[src/nbc_pkg.sv]
// Shared types and constants for the negative-base converter.
// No dependencies; imported by every module of the block.
`timescale 1ns / 1ps

package nbc_pkg;

  localparam int RADIX_W   = 5;   // width of the radix register
  localparam int DIGIT_W   = 5;   // width of one output digit
  localparam int RADIX_MIN = 2;
  localparam int RADIX_MAX = 20;
  localparam int STEP_BITS = 8;   // dividend bits retired per divide cycle

  typedef enum logic [1:0] {
    ST_IDLE,
    ST_DIV,
    ST_FIN,
    ST_EMIT
  } state_t;

  // controller -> datapath
  typedef struct packed {
    logic load;      // take a new value
    logic div_step;  // one chunk of the long division
    logic finish;    // store digit, set up next quotient
    logic rd_en;     // read one digit out, most significant first
  } cmd_t;

  // datapath -> controller
  typedef struct packed {
    logic fin_last;   // digit being finished is the last one generated
    logic emit_last;  // digit being read is the least significant
  } status_t;

endpackage

[src/nbc_ctrl.sv]
// Controller state machine for the negative-base converter.
// Depends on nbc_pkg; drives nbc_dp through cmd_t and reads status_t.
`timescale 1ns / 1ps

module nbc_ctrl import nbc_pkg::*; #(
  parameter int VALUE_WIDTH = 32
) (
  input  logic    clk,
  input  logic    rst_n,
  input  logic    start,
  output logic    busy,
  output cmd_t    cmd,
  input  status_t status
);

  localparam int NCHUNK = (VALUE_WIDTH + STEP_BITS - 1) / STEP_BITS;
  localparam int CHW    = $clog2(NCHUNK + 1);

  state_t           state_r, state_nxt;
  logic [CHW-1:0]   ch_r, ch_nxt;
  logic             ch_last;

  assign ch_last = (ch_r == CHW'(NCHUNK - 1));

  always_ff @(posedge clk) begin
    if (!rst_n) begin
      state_r <= ST_IDLE;
      ch_r    <= '0;
    end else begin
      state_r <= state_nxt;
      ch_r    <= ch_nxt;
    end
  end

  // next state
  always_comb begin
    state_nxt = state_r;
    case (state_r)
      ST_IDLE: if (start) state_nxt = ST_DIV;
      ST_DIV:  if (ch_last) state_nxt = ST_FIN;
      ST_FIN:  state_nxt = status.fin_last ? ST_EMIT : ST_DIV;
      ST_EMIT: if (status.emit_last) state_nxt = ST_IDLE;
      default: state_nxt = ST_IDLE;
    endcase
  end

  // chunk counter
  always_comb begin
    ch_nxt = '0;
    if (state_r == ST_DIV && !ch_last) ch_nxt = ch_r + 1'b1;
  end

  // outputs
  always_comb begin
    cmd  = '0;
    busy = 1'b1;
    case (state_r)
      ST_IDLE: begin
        busy     = 1'b0;
        cmd.load = start;
      end
      ST_DIV:  cmd.div_step = 1'b1;
      ST_FIN:  cmd.finish   = 1'b1;
      ST_EMIT: cmd.rd_en    = 1'b1;
      default: busy = 1'b1;
    endcase
  end

endmodule

[src/nbc_dp.sv]
// Datapath for the negative-base converter: radix register, chunked
// long divider by R, digit buffer and output register. Depends on nbc_pkg.
`timescale 1ns / 1ps

module nbc_dp import nbc_pkg::*; #(
  parameter int VALUE_WIDTH = 32,
  parameter int MAX_DIGITS  = 33
) (
  input  logic                   clk,
  input  logic                   rst_n,
  input  logic                   cfg_we,
  input  logic [RADIX_W-1:0]     cfg_radix_magnitude,
  input  logic [VALUE_WIDTH-1:0] in_value,
  input  cmd_t                   cmd,
  output status_t                status,
  output logic                   out_valid,
  output logic [DIGIT_W-1:0]     out_digit,
  output logic                   out_last_digit
);

  localparam int NCHUNK = (VALUE_WIDTH + STEP_BITS - 1) / STEP_BITS;
  localparam int PADW   = NCHUNK * STEP_BITS;
  localparam int AW     = $clog2(MAX_DIGITS);
  localparam int CW     = $clog2(MAX_DIGITS + 1);

  logic [RADIX_W-1:0]     radix_r, radix_nxt;
  logic [PADW-1:0]        mag_r, mag_nxt;     // dividend, MSB chunk first
  logic [PADW-1:0]        quo_r, quo_nxt;     // quotient bits shift in
  logic [RADIX_W-1:0]     rem_r, rem_nxt;     // partial remainder, < R
  logic                   neg_r, neg_nxt;     // current value is negative
  logic [CW-1:0]          idx_r, idx_nxt;     // digits stored / left to read
  logic                   valid_r, last_r;
  logic [DIGIT_W-1:0]     dig_r;
  logic [DIGIT_W-1:0]     mem [MAX_DIGITS];

  logic [STEP_BITS-1:0]   qc;
  logic [RADIX_W-1:0]     rem_step;
  logic                   fin_inc;
  logic [VALUE_WIDTH-1:0] next_mag, abs_val;
  logic [DIGIT_W-1:0]     fin_digit;
  logic [CW-1:0]          rd_idx;

  // one chunk of restoring division, STEP_BITS narrow steps
  always_comb begin
    logic [RADIX_W:0]   t;
    logic [RADIX_W-1:0] r;
    r  = rem_r;
    qc = '0;
    for (int i = 0; i < STEP_BITS; i++) begin
      t = {r, mag_r[PADW-1-i]};
      if (t >= {1'b0, radix_r}) begin
        t = t - {1'b0, radix_r};
        qc[STEP_BITS-1-i] = 1'b1;
      end
      r = t[RADIX_W-1:0];
    end
    rem_step = r;
  end

  // remainder made non-negative for negative values, quotient bumped
  assign fin_inc   = neg_r && (rem_r != '0);
  assign next_mag  = quo_r[VALUE_WIDTH-1:0] + VALUE_WIDTH'(fin_inc);
  assign fin_digit = fin_inc ? DIGIT_W'(radix_r - rem_r) : DIGIT_W'(rem_r);
  assign abs_val   = in_value[VALUE_WIDTH-1] ? (~in_value + 1'b1) : in_value;
  assign rd_idx    = idx_r - 1'b1;

  assign status.fin_last  = (next_mag == '0) || (idx_r == CW'(MAX_DIGITS - 1));
  assign status.emit_last = (idx_r == CW'(1));

  always_comb begin
    radix_nxt = radix_r;
    mag_nxt   = mag_r;
    quo_nxt   = quo_r;
    rem_nxt   = rem_r;
    neg_nxt   = neg_r;
    idx_nxt   = idx_r;
    if (cfg_we) begin
      if (cfg_radix_magnitude < RADIX_W'(RADIX_MIN))
        radix_nxt = RADIX_W'(RADIX_MIN);
      else if (cfg_radix_magnitude > RADIX_W'(RADIX_MAX))
        radix_nxt = RADIX_W'(RADIX_MAX);
      else
        radix_nxt = cfg_radix_magnitude;
    end
    if (cmd.load) begin
      mag_nxt = PADW'(abs_val);
      rem_nxt = '0;
      neg_nxt = in_value[VALUE_WIDTH-1];
      idx_nxt = '0;
    end else if (cmd.div_step) begin
      mag_nxt = mag_r << STEP_BITS;
      quo_nxt = (quo_r << STEP_BITS) | PADW'(qc);
      rem_nxt = rem_step;
    end else if (cmd.finish) begin
      mag_nxt = PADW'(next_mag);
      rem_nxt = '0;
      neg_nxt = !neg_r;
      idx_nxt = idx_r + 1'b1;
    end else if (cmd.rd_en) begin
      idx_nxt = rd_idx;
    end
  end

  always_ff @(posedge clk) begin
    if (!rst_n) begin
      radix_r <= RADIX_W'(RADIX_MIN);
      idx_r   <= '0;
      valid_r <= 1'b0;
      last_r  <= 1'b0;
    end else begin
      radix_r <= radix_nxt;
      idx_r   <= idx_nxt;
      valid_r <= cmd.rd_en;
      last_r  <= cmd.rd_en && status.emit_last;
    end
  end

  always_ff @(posedge clk) begin
    mag_r <= mag_nxt;
    quo_r <= quo_nxt;
    rem_r <= rem_nxt;
    neg_r <= neg_nxt;
  end

  // digit buffer: one write port, one registered read port
  always_ff @(posedge clk) begin
    if (cmd.finish) mem[idx_r[AW-1:0]] <= fin_digit;
  end

  always_ff @(posedge clk) begin
    if (cmd.rd_en) dig_r <= mem[rd_idx[AW-1:0]];
  end

  assign out_valid      = valid_r;
  assign out_digit      = dig_r;
  assign out_last_digit = last_r;

endmodule

[src/negative_base_converter.sv]
// Top level of the negative-base converter: controller plus datapath.
// Depends on nbc_pkg, nbc_ctrl and nbc_dp.
`timescale 1ns / 1ps

// Channel   Ports                                   Beat taken when
// -------   -------------------------------------   ---------------------
// input     start, busy, in_value                   start && !busy
// result    out_valid, out_digit, out_last_digit    out_valid (one cycle)
// config    cfg_we, cfg_radix_magnitude             cfg_we
//
// Sequencing: each digit takes one divide step per 8-bit chunk of the value plus
//   a finish step in the shared long divider, then is read back from the digit
//   buffer; busy stays high until the last digit of the item has been read
//   (at most MAX_DIGITS digits, 33 at 32 bits in base -2).
// Reset: rst_n low clears the controller, output strobe and radix (to 2).
// Stalls: the receiver cannot stall; digits leave on consecutive cycles,
//   most significant first, and a new beat may be taken while the last digit
//   is still on the result ports.
// Radix writes outside 2..20 are clamped.

module negative_base_converter import nbc_pkg::*; #(
  parameter int VALUE_WIDTH = 32,
  parameter int MAX_DIGITS  = 33
) (
  input  logic                   clk,
  input  logic                   rst_n,
  input  logic                   cfg_we,
  input  logic [RADIX_W-1:0]     cfg_radix_magnitude,
  input  logic                   start,
  output logic                   busy,
  input  logic [VALUE_WIDTH-1:0] in_value,
  output logic                   out_valid,
  output logic [DIGIT_W-1:0]     out_digit,
  output logic                   out_last_digit
);

  cmd_t    cmd;
  status_t status;

  // sequencing: load -> (divide chunks, finish)* -> emit
  nbc_ctrl #(
    .VALUE_WIDTH (VALUE_WIDTH)
  ) u_ctrl (
    .clk    (clk),
    .rst_n  (rst_n),
    .start  (start),
    .busy   (busy),
    .cmd    (cmd),
    .status (status)
  );

  // magnitude/sign of the running value, divider, buffer, output register
  nbc_dp #(
    .VALUE_WIDTH (VALUE_WIDTH),
    .MAX_DIGITS  (MAX_DIGITS)
  ) u_dp (
    .clk                 (clk),
    .rst_n               (rst_n),
    .cfg_we              (cfg_we),
    .cfg_radix_magnitude (cfg_radix_magnitude),
    .in_value            (in_value),
    .cmd                 (cmd),
    .status              (status),
    .out_valid           (out_valid),
    .out_digit           (out_digit),
    .out_last_digit      (out_last_digit)
  );

  // an accepted beat always starts work
  a_start_busy: assert property (@(posedge clk) disable iff (!rst_n)
    start && !busy |=> busy)
    else $error("accepted beat did not raise busy");

  // digits of one value leave back to back
  a_digit_run: assert property (@(posedge clk) disable iff (!rst_n)
    out_valid && !out_last_digit |=> out_valid)
    else $error("gap inside a digit run");

  // the block is free again by the time the final digit is shown
  a_last_free: assert property (@(posedge clk) disable iff (!rst_n)
    out_valid && out_last_digit |-> !busy)
    else $error("busy still high on final digit");

  a_last_valid: assert property (@(posedge clk) disable iff (!rst_n)
    out_last_digit |-> out_valid)
    else $error("last-digit mark without strobe");

  a_digit_range: assert property (@(posedge clk) disable iff (!rst_n)
    out_valid |-> out_digit < DIGIT_W'(RADIX_MAX))
    else $error("digit out of range");

endmodule
[config.mk]
export PLATFORM = sky130hd
export DESIGN_NAME = negative_base_converter
export DESIGN_NICKNAME = d
export VERILOG_FILES = /design/src/nbc_pkg.sv /design/src/nbc_ctrl.sv /design/src/nbc_dp.sv /design/src/negative_base_converter.sv
export SDC_FILE = /design/constraint.sdc
export NUM_CORES = 1
export LEC_CHECK = 0
export ABC_AREA = 1
export BUFFER_PORTS_ARGS = -buffer_cell sky130_fd_sc_hd__buf_2
export CORE_MARGIN = 2
export CORE_UTILIZATION = 35
export CTS_CLUSTER_DIAMETER = 150
export DETAILED_ROUTE_END_ITERATION = 7
export GPL_TIMING_DRIVEN = 0
export PLACE_DENSITY_LB_ADDON = 0.15
export SYNTH_ARGS = -nofsm -noshare
export SYNTH_HDL_FRONTEND = slang
export SYNTH_SLANG_ARGS = --single-unit
[constraint.sdc]
create_clock -name clk -period 11.8 [get_ports clk]
set_clock_uncertainty 0.15 [all_clocks]
set_input_delay 1.18 -clock clk [delete_from_list [all_inputs] [get_ports clk]]
set_output_delay 1.18 -clock clk [all_outputs]
set_load 0.005 [all_outputs]
### After elaboration in Yosys (flattened, before gate mapping)

Memory sizes are Yosys's and may differ from the RTL's. A register that Yosys moved wholly into a read port is not among the register bits.
Cells that the tools add are included.

* add/sub/neg operators: 14
* $lt $le $gt $ge: 10
* equal/unequal tests: 10
* mux-type cells: 42
* bitwise logic cells: 5
* reductions and logical operators: 19

Operators with widths (number)
* $mux W32: 4
* $mux W5: 13
* $ge A6 B5 Y1: 8
* $sub A5 B5 Y5: 9
* $add A32 B1 Y32: 1
* $add A32 B1 Y32 const B: 1
* $logic_not A32 Y1: 1
* $not A32 Y32: 1
* $or A32 B8 Y32: 1
* $mux W1: 18
* $mux W6: 2
* $mux W2: 4
* $pmux W2 S4: 1
* $reduce_and A2 Y1: 4
* $add A6 B1 Y6 const B: 1
* $eq A6 B1 Y1 const B: 1
* $eq A6 B6 Y1 const B: 1
* $ne A2 B1 Y1 const B: 3
* $reduce_bool A2 Y1: 3
* $sub A6 B1 Y6 const B: 1
* $gt A5 B5 Y1 const B: 1
* $lt A5 B2 Y1 const B: 1
* $reduce_bool A5 Y1: 1
* $eq A2 B2 Y1 const B: 2
* other kinds (12): 17

* register bits after elaboration: 88
* RAM bits: 165
* input port bits: 41
* output and inout bits: 8
* logic and storage cells: 111
* memories kept: 1

Memory list
* u_dp.mem: depth 33, bits a word 5, read ports 1, clocked after Yosys merged registers in 1, wr ports 1, RTL line nbc_dp.sv:34 `logic [DIGIT_W-1:0] mem [MAX_DIGITS];`

### Longest topological paths before layout

* depth after elaboration: 17
* depth in mapped cells: 77
* depth with buffers taken out: 77

### By module

Synthesis repeated with hierarchy kept, for this count alone.

* cells, all modules: 1506
* area, all modules: 14211.1 µm²

Modules (own cells, without submodules)
* nbc_dp: instances 1, cells each 1469, area an instance 13954.6 µm², seq. area each 7417.1 µm²
* nbc_ctrl: instances 1, cells each 37, area an instance 256.5 µm², seq. area each 100.1 µm²

### Worst setup path after synthesis

Ideal clock, no wire load.

* kind: register to register
* start point: register u_dp.radix_r[1]
* end point: register u_dp.quo_r[0], data pin
* library setup time: 299 ps
* arrival: 10413 ps
* data required time: 11351 ps
* setup slack: 939 ps
* cell stages (with the launch flop): 67
* cell sequence: dfxtp_1 inv_1 fa_1 inv_1 nand2_1 nand3_1 nand3_2 o21ai_0 ha_1 nand2_1 nand2_1 nand2_1 nand2_1 nor2b_1 nand2_1 nor2_4 nand2_1 nand2_1 [31 not listed] nand2_1 nand2_1 inv_1 ha_1 inv_1 o31ai_1 nand2_1 nand2_1 inv_1 nand3_4 nand2_1 nand2_1 inv_1 ha_1 a21oi_1 o21ai_0 a211oi_1 nand3_2

* word-level cells in the longest chain between the ends: 17
* elaborated cells on any way between the ends: 24
* those cells by class: add/sub (7); order compare (8); mux (8); bitwise (1)

RTL lines
* from (decl): RTL line nbc_dp.sv:26 `logic [RADIX_W-1:0] radix_r, radix_nxt;`
* from (signal assigned): RTL line nbc_dp.sv:106 `radix_r <= RADIX_W'(RADIX_MIN);`
* from (signal assigned): RTL line nbc_dp.sv:111 `radix_r <= radix_nxt;`
* $sub A5 B5 Y5 / $ge A6 B5 Y1 (equally long branches): RTL line nbc_dp.sv:52, nbc_dp.sv:51
* $mux W5: RTL line nbc_dp.sv:51 `if (t >= {1'b0, radix_r}) begin`
* $sub A5 B5 Y5 / $ge A6 B5 Y1 (equally long branches): RTL line nbc_dp.sv:52, nbc_dp.sv:51
* $mux W5: RTL line nbc_dp.sv:51
* $sub A5 B5 Y5 / $ge A6 B5 Y1 (equally long branches): RTL line nbc_dp.sv:52, nbc_dp.sv:51
* $mux W5: RTL line nbc_dp.sv:51
* $sub A5 B5 Y5 / $ge A6 B5 Y1 (equally long branches): RTL line nbc_dp.sv:52, nbc_dp.sv:51
* $mux W5: RTL line nbc_dp.sv:51
* [2 not listed]
* $sub A5 B5 Y5 / $ge A6 B5 Y1 (equally long branches): RTL line nbc_dp.sv:52, nbc_dp.sv:51
* $mux W5: RTL line nbc_dp.sv:51
* $sub A5 B5 Y5 / $ge A6 B5 Y1 (equally long branches): RTL line nbc_dp.sv:52, nbc_dp.sv:51
* $mux W5: RTL line nbc_dp.sv:51
* $ge A6 B5 Y1 *: RTL line nbc_dp.sv:51
* $mux W1 *: RTL line nbc_dp.sv:51
* net u_dp.qc[0]: RTL line nbc_dp.sv:36 `logic [STEP_BITS-1:0] qc;`
* $or A32 B8 Y32 *: RTL line nbc_dp.sv:92 `quo_nxt = (quo_r << STEP_BITS) | PADW'(qc);`
* to (signal assigned): RTL line nbc_dp.sv:120 `quo_r <= quo_nxt;`
* to (decl): RTL line nbc_dp.sv:28 `logic [PADW-1:0] quo_r, quo_nxt;`

Mark *: on every way through the listed nets, which the timed path passes. The rest lies on a longest branch.
A chain may end at the register's enable or synchronous reset.

### Worst setup path in the final report

* start point: register u_dp.radix_r[0]
* end point: register u_dp.rem_r[3]

* word-level cells in the longest chain between the ends: 17
* elaborated cells on any way between the ends: 25
* those cells by class: add/sub (8); order compare (8); mux (9)

RTL lines
* $sub A5 B5 Y5 / $ge A6 B5 Y1 (equally long branches): RTL line nbc_dp.sv:52, nbc_dp.sv:51
* $mux W5: RTL line nbc_dp.sv:51
* $sub A5 B5 Y5 / $ge A6 B5 Y1 (equally long branches): RTL line nbc_dp.sv:52, nbc_dp.sv:51
* $mux W5: RTL line nbc_dp.sv:51
* $sub A5 B5 Y5 / $ge A6 B5 Y1 (equally long branches): RTL line nbc_dp.sv:52, nbc_dp.sv:51
* $mux W5: RTL line nbc_dp.sv:51
* $sub A5 B5 Y5 / $ge A6 B5 Y1 (equally long branches): RTL line nbc_dp.sv:52, nbc_dp.sv:51
* $mux W5: RTL line nbc_dp.sv:51
* $sub A5 B5 Y5 / $ge A6 B5 Y1 (equally long branches): RTL line nbc_dp.sv:52, nbc_dp.sv:51
* $mux W5: RTL line nbc_dp.sv:51
* $ge A6 B5 Y1 / $sub A5 B5 Y5 (equally long branches): RTL line nbc_dp.sv:51, nbc_dp.sv:52
* $mux W5: RTL line nbc_dp.sv:51
* $sub A5 B5 Y5 / $ge A6 B5 Y1 (equally long branches): RTL line nbc_dp.sv:52, nbc_dp.sv:51
* $mux W5: RTL line nbc_dp.sv:51
* $sub A5 B5 Y5 / $ge A6 B5 Y1 (equally long branches): RTL line nbc_dp.sv:52, nbc_dp.sv:51
* $mux W5 *: RTL line nbc_dp.sv:51
* $mux W5 *: RTL line nbc_dp.sv:90 `end else if (cmd.div_step) begin`
* to (signal assigned): RTL line nbc_dp.sv:121 `rem_r <= rem_nxt;`
* to (decl): RTL line nbc_dp.sv:29 `logic [RADIX_W-1:0] rem_r, rem_nxt;`

Every way passes the cells marked *; elsewhere a longest branch is shown, timed or not.

==> impl_results.html <==
<table>
<tr><th>Metric</th><th>Value</th></tr>
<tr><th colspan="2">Worst setup path</th></tr>
<tr><td>Crit path kind</td><td>register to register</td></tr>
<tr><td>Arrival time at the worst endpoint</td><td>11,270 ps</td></tr>
<tr><td>Maximum fanout along the worst path</td><td>10</td></tr>
<tr><td>Most common cell on crit path</td><td>sky130_fd_sc_hd__nand2_1</td></tr>
<tr><td>Type of destination of the critical path</td><td>register</td></tr>
<tr><td>Slowest cell on the critical path</td><td>sky130_fd_sc_hd__dfxtp_4</td></tr>
<tr><td>Longest individual stage delay on the worst path</td><td>470 ps</td></tr>
<tr><td>Critical path startpoint category</td><td>register</td></tr>
<tr><td>Required time of the critical path</td><td>12,120 ps</td></tr>
<tr><th colspan="2">Synth</th></tr>
<tr><td>Number of flip-flops and latches in the synthesized netlist</td><td>258</td></tr>
<tr><td>Post-Synthesis Net Count</td><td>1,629</td></tr>
<tr><td>Cells after Synth</td><td>1,521</td></tr>
<tr><td>Number of distinct library cells after synthesis</td><td>44</td></tr>
<tr><td>Prevailing post-synth register cell</td><td>sky130_fd_sc_hd__edfxtp_1</td></tr>
<tr><td>Cell taking the most area after synthesis</td><td>sky130_fd_sc_hd__edfxtp_1</td></tr>
<tr><td>Average size of a mapped cell</td><td>9.44 um2</td></tr>
<tr><td>Share of flip-flops with an asynchronous set or reset</td><td>0%</td></tr>
<tr><td>Register area share after synthesis</td><td>52.4%</td></tr>
<tr><td>Leading cell types by total area after synthesis</td><td>sky130_fd_sc_hd__edfxtp_1 49%, sky130_fd_sc_hd__nand2_1 6.3%, sky130_fd_sc_hd__nor2_1 6.0%, sky130_fd_sc_hd__ha_1 5.1%, sky130_fd_sc_hd__o21ai_0 4.3%</td></tr>
<tr><td>Fraction of synthesized cell area taken by the top area cell type</td><td>49.2%</td></tr>
<tr><td>Number of enable flip-flop cells after synthesis</td><td>235</td></tr>
<tr><td>Syn Std Cell Area</td><td>0.0144 mm2</td></tr>
<tr><td>Synth Warn #</td><td>0</td></tr>
<tr><th colspan="2">Finish</th></tr>
<tr><td>Flip-flop and latch area</td><td>0.00752 mm2</td></tr>
<tr><td>Area growth from synthesis to final layout</td><td>15.2%</td></tr>
<tr><td>Filler cell count</td><td>4,098</td></tr>
<tr><td>Most common library cell in the layout ignoring fill and taps</td><td>sky130_fd_sc_hd__nand2_1</td></tr>
<tr><td>Final Core Density</td><td>40.7%</td></tr>
<tr><td>Proportion of layout cells with a drive suffix above 1</td><td>9.65%</td></tr>
<tr><td>Commonest cells after routing, fill and taps aside</td><td>242 x sky130_fd_sc_hd__nand2_1, 235 x sky130_fd_sc_hd__edfxtp_1, 229 x sky130_fd_sc_hd__nor2_1</td></tr>
<tr><td>Total inserted antenna cells</td><td>0</td></tr>
<tr><td>Number of nets at the end of the flow</td><td>1,723</td></tr>
<tr><td>Multi-input combinational cell area</td><td>0.00622 mm2</td></tr>
<tr><th colspan="2">CTS</th></tr>
<tr><td>Number of buffers on the longest clock path</td><td>3</td></tr>
<tr><td>Num Clock Sinks</td><td>258</td></tr>
<tr><td>CTS tree</td><td>yes</td></tr>
<tr><td>Worst-path clk slew</td><td>60 ps</td></tr>
<tr><td>Hold bufs inserted after CTS</td><td>0</td></tr>
<tr><td>Root Buffer Master</td><td>sky130_fd_sc_hd__clkbuf_16</td></tr>
<tr><td>Htree depth</td><td>1</td></tr>
<tr><td>Clock latency on the worst-skew pair</td><td>580 ps</td></tr>
<tr><td>Number of CTS-inserted buffers</td><td>29</td></tr>
<tr><th colspan="2">Routing</th></tr>
<tr><td>Top layer in use</td><td>met4</td></tr>
<tr><td>Routed metal-1 wire length</td><td>18.3 mm</td></tr>
<tr><td>DRT Pass-1 Iters</td><td>5</td></tr>
<tr><td>Via count of the routed design</td><td>11,200</td></tr>
<tr><td>DRC errors left</td><td>0</td></tr>
<tr><td>1st-iter DRT viols</td><td>771</td></tr>
<tr><td>Wirelength per Cell</td><td>19.1 um</td></tr>
<tr><td>Number of vias per cell after detailed routing</td><td>5.15</td></tr>
<tr><td>Sum of met3 wire segment lengths after detailed routing</td><td>1.83 mm</td></tr>
<tr><td>Antenna viol nets, final</td><td>0</td></tr>
<tr><td>Detail Route met2 WL</td><td>20.0 mm</td></tr>
<tr><td>Final Routed Wirelength</td><td>41.4 mm</td></tr>
<tr><th colspan="2">Timing</th></tr>
<tr><td>Worst relative slew slack</td><td>14.6%</td></tr>
<tr><td>Portion of the clock cycle consumed by the worst path in the final layout</td><td>92.8%</td></tr>
<tr><td>Final hold viol count</td><td>0</td></tr>
<tr><td>Crit path setup slack, layout</td><td>851 ps</td></tr>
<tr><td>Count of endpoints failing setup in the final report</td><td>0</td></tr>
<tr><td>Min cycle time layout</td><td>10,950 ps</td></tr>
<tr><td>Measured slew at the worst slew-check pin</td><td>1280 ps</td></tr>
<tr><td>Final count of pins violating max slew</td><td>0</td></tr>
<tr><td>Peak Freq</td><td>91.3 MHz</td></tr>
<tr><th colspan="2">Floorplanning</th></tr>
<tr><td>Initial core utilization</td><td>35.3%</td></tr>
<tr><td>Die area</td><td>0.0426 mm2</td></tr>
<tr><td>Cell Rows</td><td>74</td></tr>
<tr><td>Number of placed I/O pins</td><td>49</td></tr>
<tr><td>Core area</td><td>0.0406 mm2</td></tr>
<tr><td>Die boundary width</td><td>207 um</td></tr>
<tr><td>Die height</td><td>207 um</td></tr>
<tr><th colspan="2">Min path</th></tr>
<tr><td>Type of the most critical hold path</td><td>register to register</td></tr>
<tr><th colspan="2">Place</th></tr>
<tr><td>Hpwl dp</td><td>31.1 mm</td></tr>
<tr><td>Buffers on Ports</td><td>48</td></tr>
<tr><td>Setup slack at placement</td><td>-1470 ps</td></tr>
<tr><td>GPL Wtd Cong</td><td>0.883</td></tr>
<tr><th colspan="2">Global routing</th></tr>
<tr><td>Via count of the first global-routing pass</td><td>10,900</td></tr>
<tr><td>Remaining global-route overflow</td><td>0</td></tr>
<tr><td>First-pass GRT wire length</td><td>63.1 mm</td></tr>
<tr><td>Number of antenna violations at the first check in global routing</td><td>0</td></tr>
<tr><td>Maximum number of pins on one net before global-route repair</td><td>37</td></tr>
<tr><td>GR Util All Layers</td><td>19.5%</td></tr>
<tr><th colspan="2">Job</th></tr>
<tr><td>Max Cap Viol</td><td>0</td></tr>
<tr><th colspan="2">Status</th></tr>
<tr><td>Run status</td><td>finished clean</td></tr>
</table>
-- worst paths after layout --
kind	from	end	slack [ps]	cells after the start
worst max-delay path	u_dp.radix_r[0]$_SDFFE_PN0P_	u_dp.rem_r[3]$_SDFFE_PP0P_	850	71
worst min-delay path	u_ctrl.ch_r[0]$_SDFF_PN0_	u_ctrl.ch_r[0]$_SDFF_PN0_	280	1
worst max register to register	u_dp.radix_r[0]$_SDFFE_PN0P_	u_dp.rem_r[3]$_SDFFE_PP0P_	850	71
worst min register to register	u_ctrl.ch_r[0]$_SDFF_PN0_	u_ctrl.ch_r[0]$_SDFF_PN0_	280	1
-- state kept, by name (all words and copies together), names as in the netlist, 3 cells and up --
| signal | flops |
|---|---|
| u_dp.mem | 165 |
| u_dp.mag_r | 32 |
| u_dp.quo_r | 32 |
| u_dp.idx_r | 6 |
| u_dp.out_digit | 5 |
| u_dp.radix_r | 5 |
| u_dp.rem_r | 5 |
| u_ctrl.ch_r | 3 |
-- cell usage after synthesis (5+ instances only) --
cell type                  number
sky130_fd_sc_hd__nor4_1         9
sky130_fd_sc_hd__a211oi_1       6
sky130_fd_sc_hd__nand4_1       20
sky130_fd_sc_hd__o22ai_1       24
sky130_fd_sc_hd__inv_1        142
sky130_fd_sc_hd__a21oi_1       50
sky130_fd_sc_hd__ha_1          58
sky130_fd_sc_hd__xnor2_1       20
sky130_fd_sc_hd__o211ai_1      18
sky130_fd_sc_hd__o32ai_1       23
sky130_fd_sc_hd__nor2_1       229
sky130_fd_sc_hd__fa_1           9
sky130_fd_sc_hd__mux2i_1       18
sky130_fd_sc_hd__o21ai_0      123
sky130_fd_sc_hd__clkbuf_1      43
sky130_fd_sc_hd__xor2_1        39
sky130_fd_sc_hd__nor3_1        32
sky130_fd_sc_hd__nor2_2         6
sky130_fd_sc_hd__dfxtp_1       23
sky130_fd_sc_hd__o221ai_1      18
sky130_fd_sc_hd__nand2_1      242
sky130_fd_sc_hd__edfxtp_1     235
sky130_fd_sc_hd__nand2_4        5
sky130_fd_sc_hd__nand3_1       85
sky130_fd_sc_hd__nand3_4        6
-- stage by stage --
step	setup TNS, ps	cells	hold WS (ps)	area, um2
floorplan	0	1521	249	14400
global placement	-8870	2101	259	15300
detailed placement	-8730	2106	263	15400
CTS	0	2163	275	16400
global route	-100	2169	284	16500
finish	0	2169	276	16500
-- worst max-delay path: cells and delay by family (launching register included) --
kind | cells | cell delay [ps]
compound gates | 11 | 2280
simple gates | 38 | 3640
fa+ha+maj | 9 | 3150
buf+inv | 13 | 1130
flops | 1 | 470
-- what timing repair did --
item	4_1_cts	5_1_grt
gates resized for setup	9	20
pin swaps	1	1
setup buffers	4	6
endpoints found under the setup margin	6	6
gates cloned	0	0
-- cell families (layout without fill, tap and decap cells) --
group / after synthesis / count (layout) / synth area share (%)
fa+ha+maj: 67 / 67 / 6.31
compound gates: 273 / 273 / 11.4
buf+inv: 195 / 311 / 5.10
mux: 18 / 18 / 1.26
flops: 258 / 258 / 52.4
simple gates: 651 / 651 / 20.0
xor+xnor: 59 / 59 / 3.60
-- final cells by class --
cell class              instances  share of cell area (%)
flip-flops and latches        258                    45.5
multi-input cells            1068                    37.6
clock buffers                  33                    4.48
well taps                     532                    4.02
inverters                     148                    3.40
repair buffers                 63                    2.59
clock inverters                20                    1.30
plain buffers                  47                    1.07
-- routing by layer --
metal | track usage (%) | up-vias
li1 | - | 5529
met1 | 25.3 | 5271
met2 | 33.6 | 291
met3 | 2.44 | 83
met4 | 6.43 | 0
met5 | 0 | -
Power is left out: the tool's default activity adds up to more than one toggle a clock period on the data nets, which glitch-free logic cannot reach.
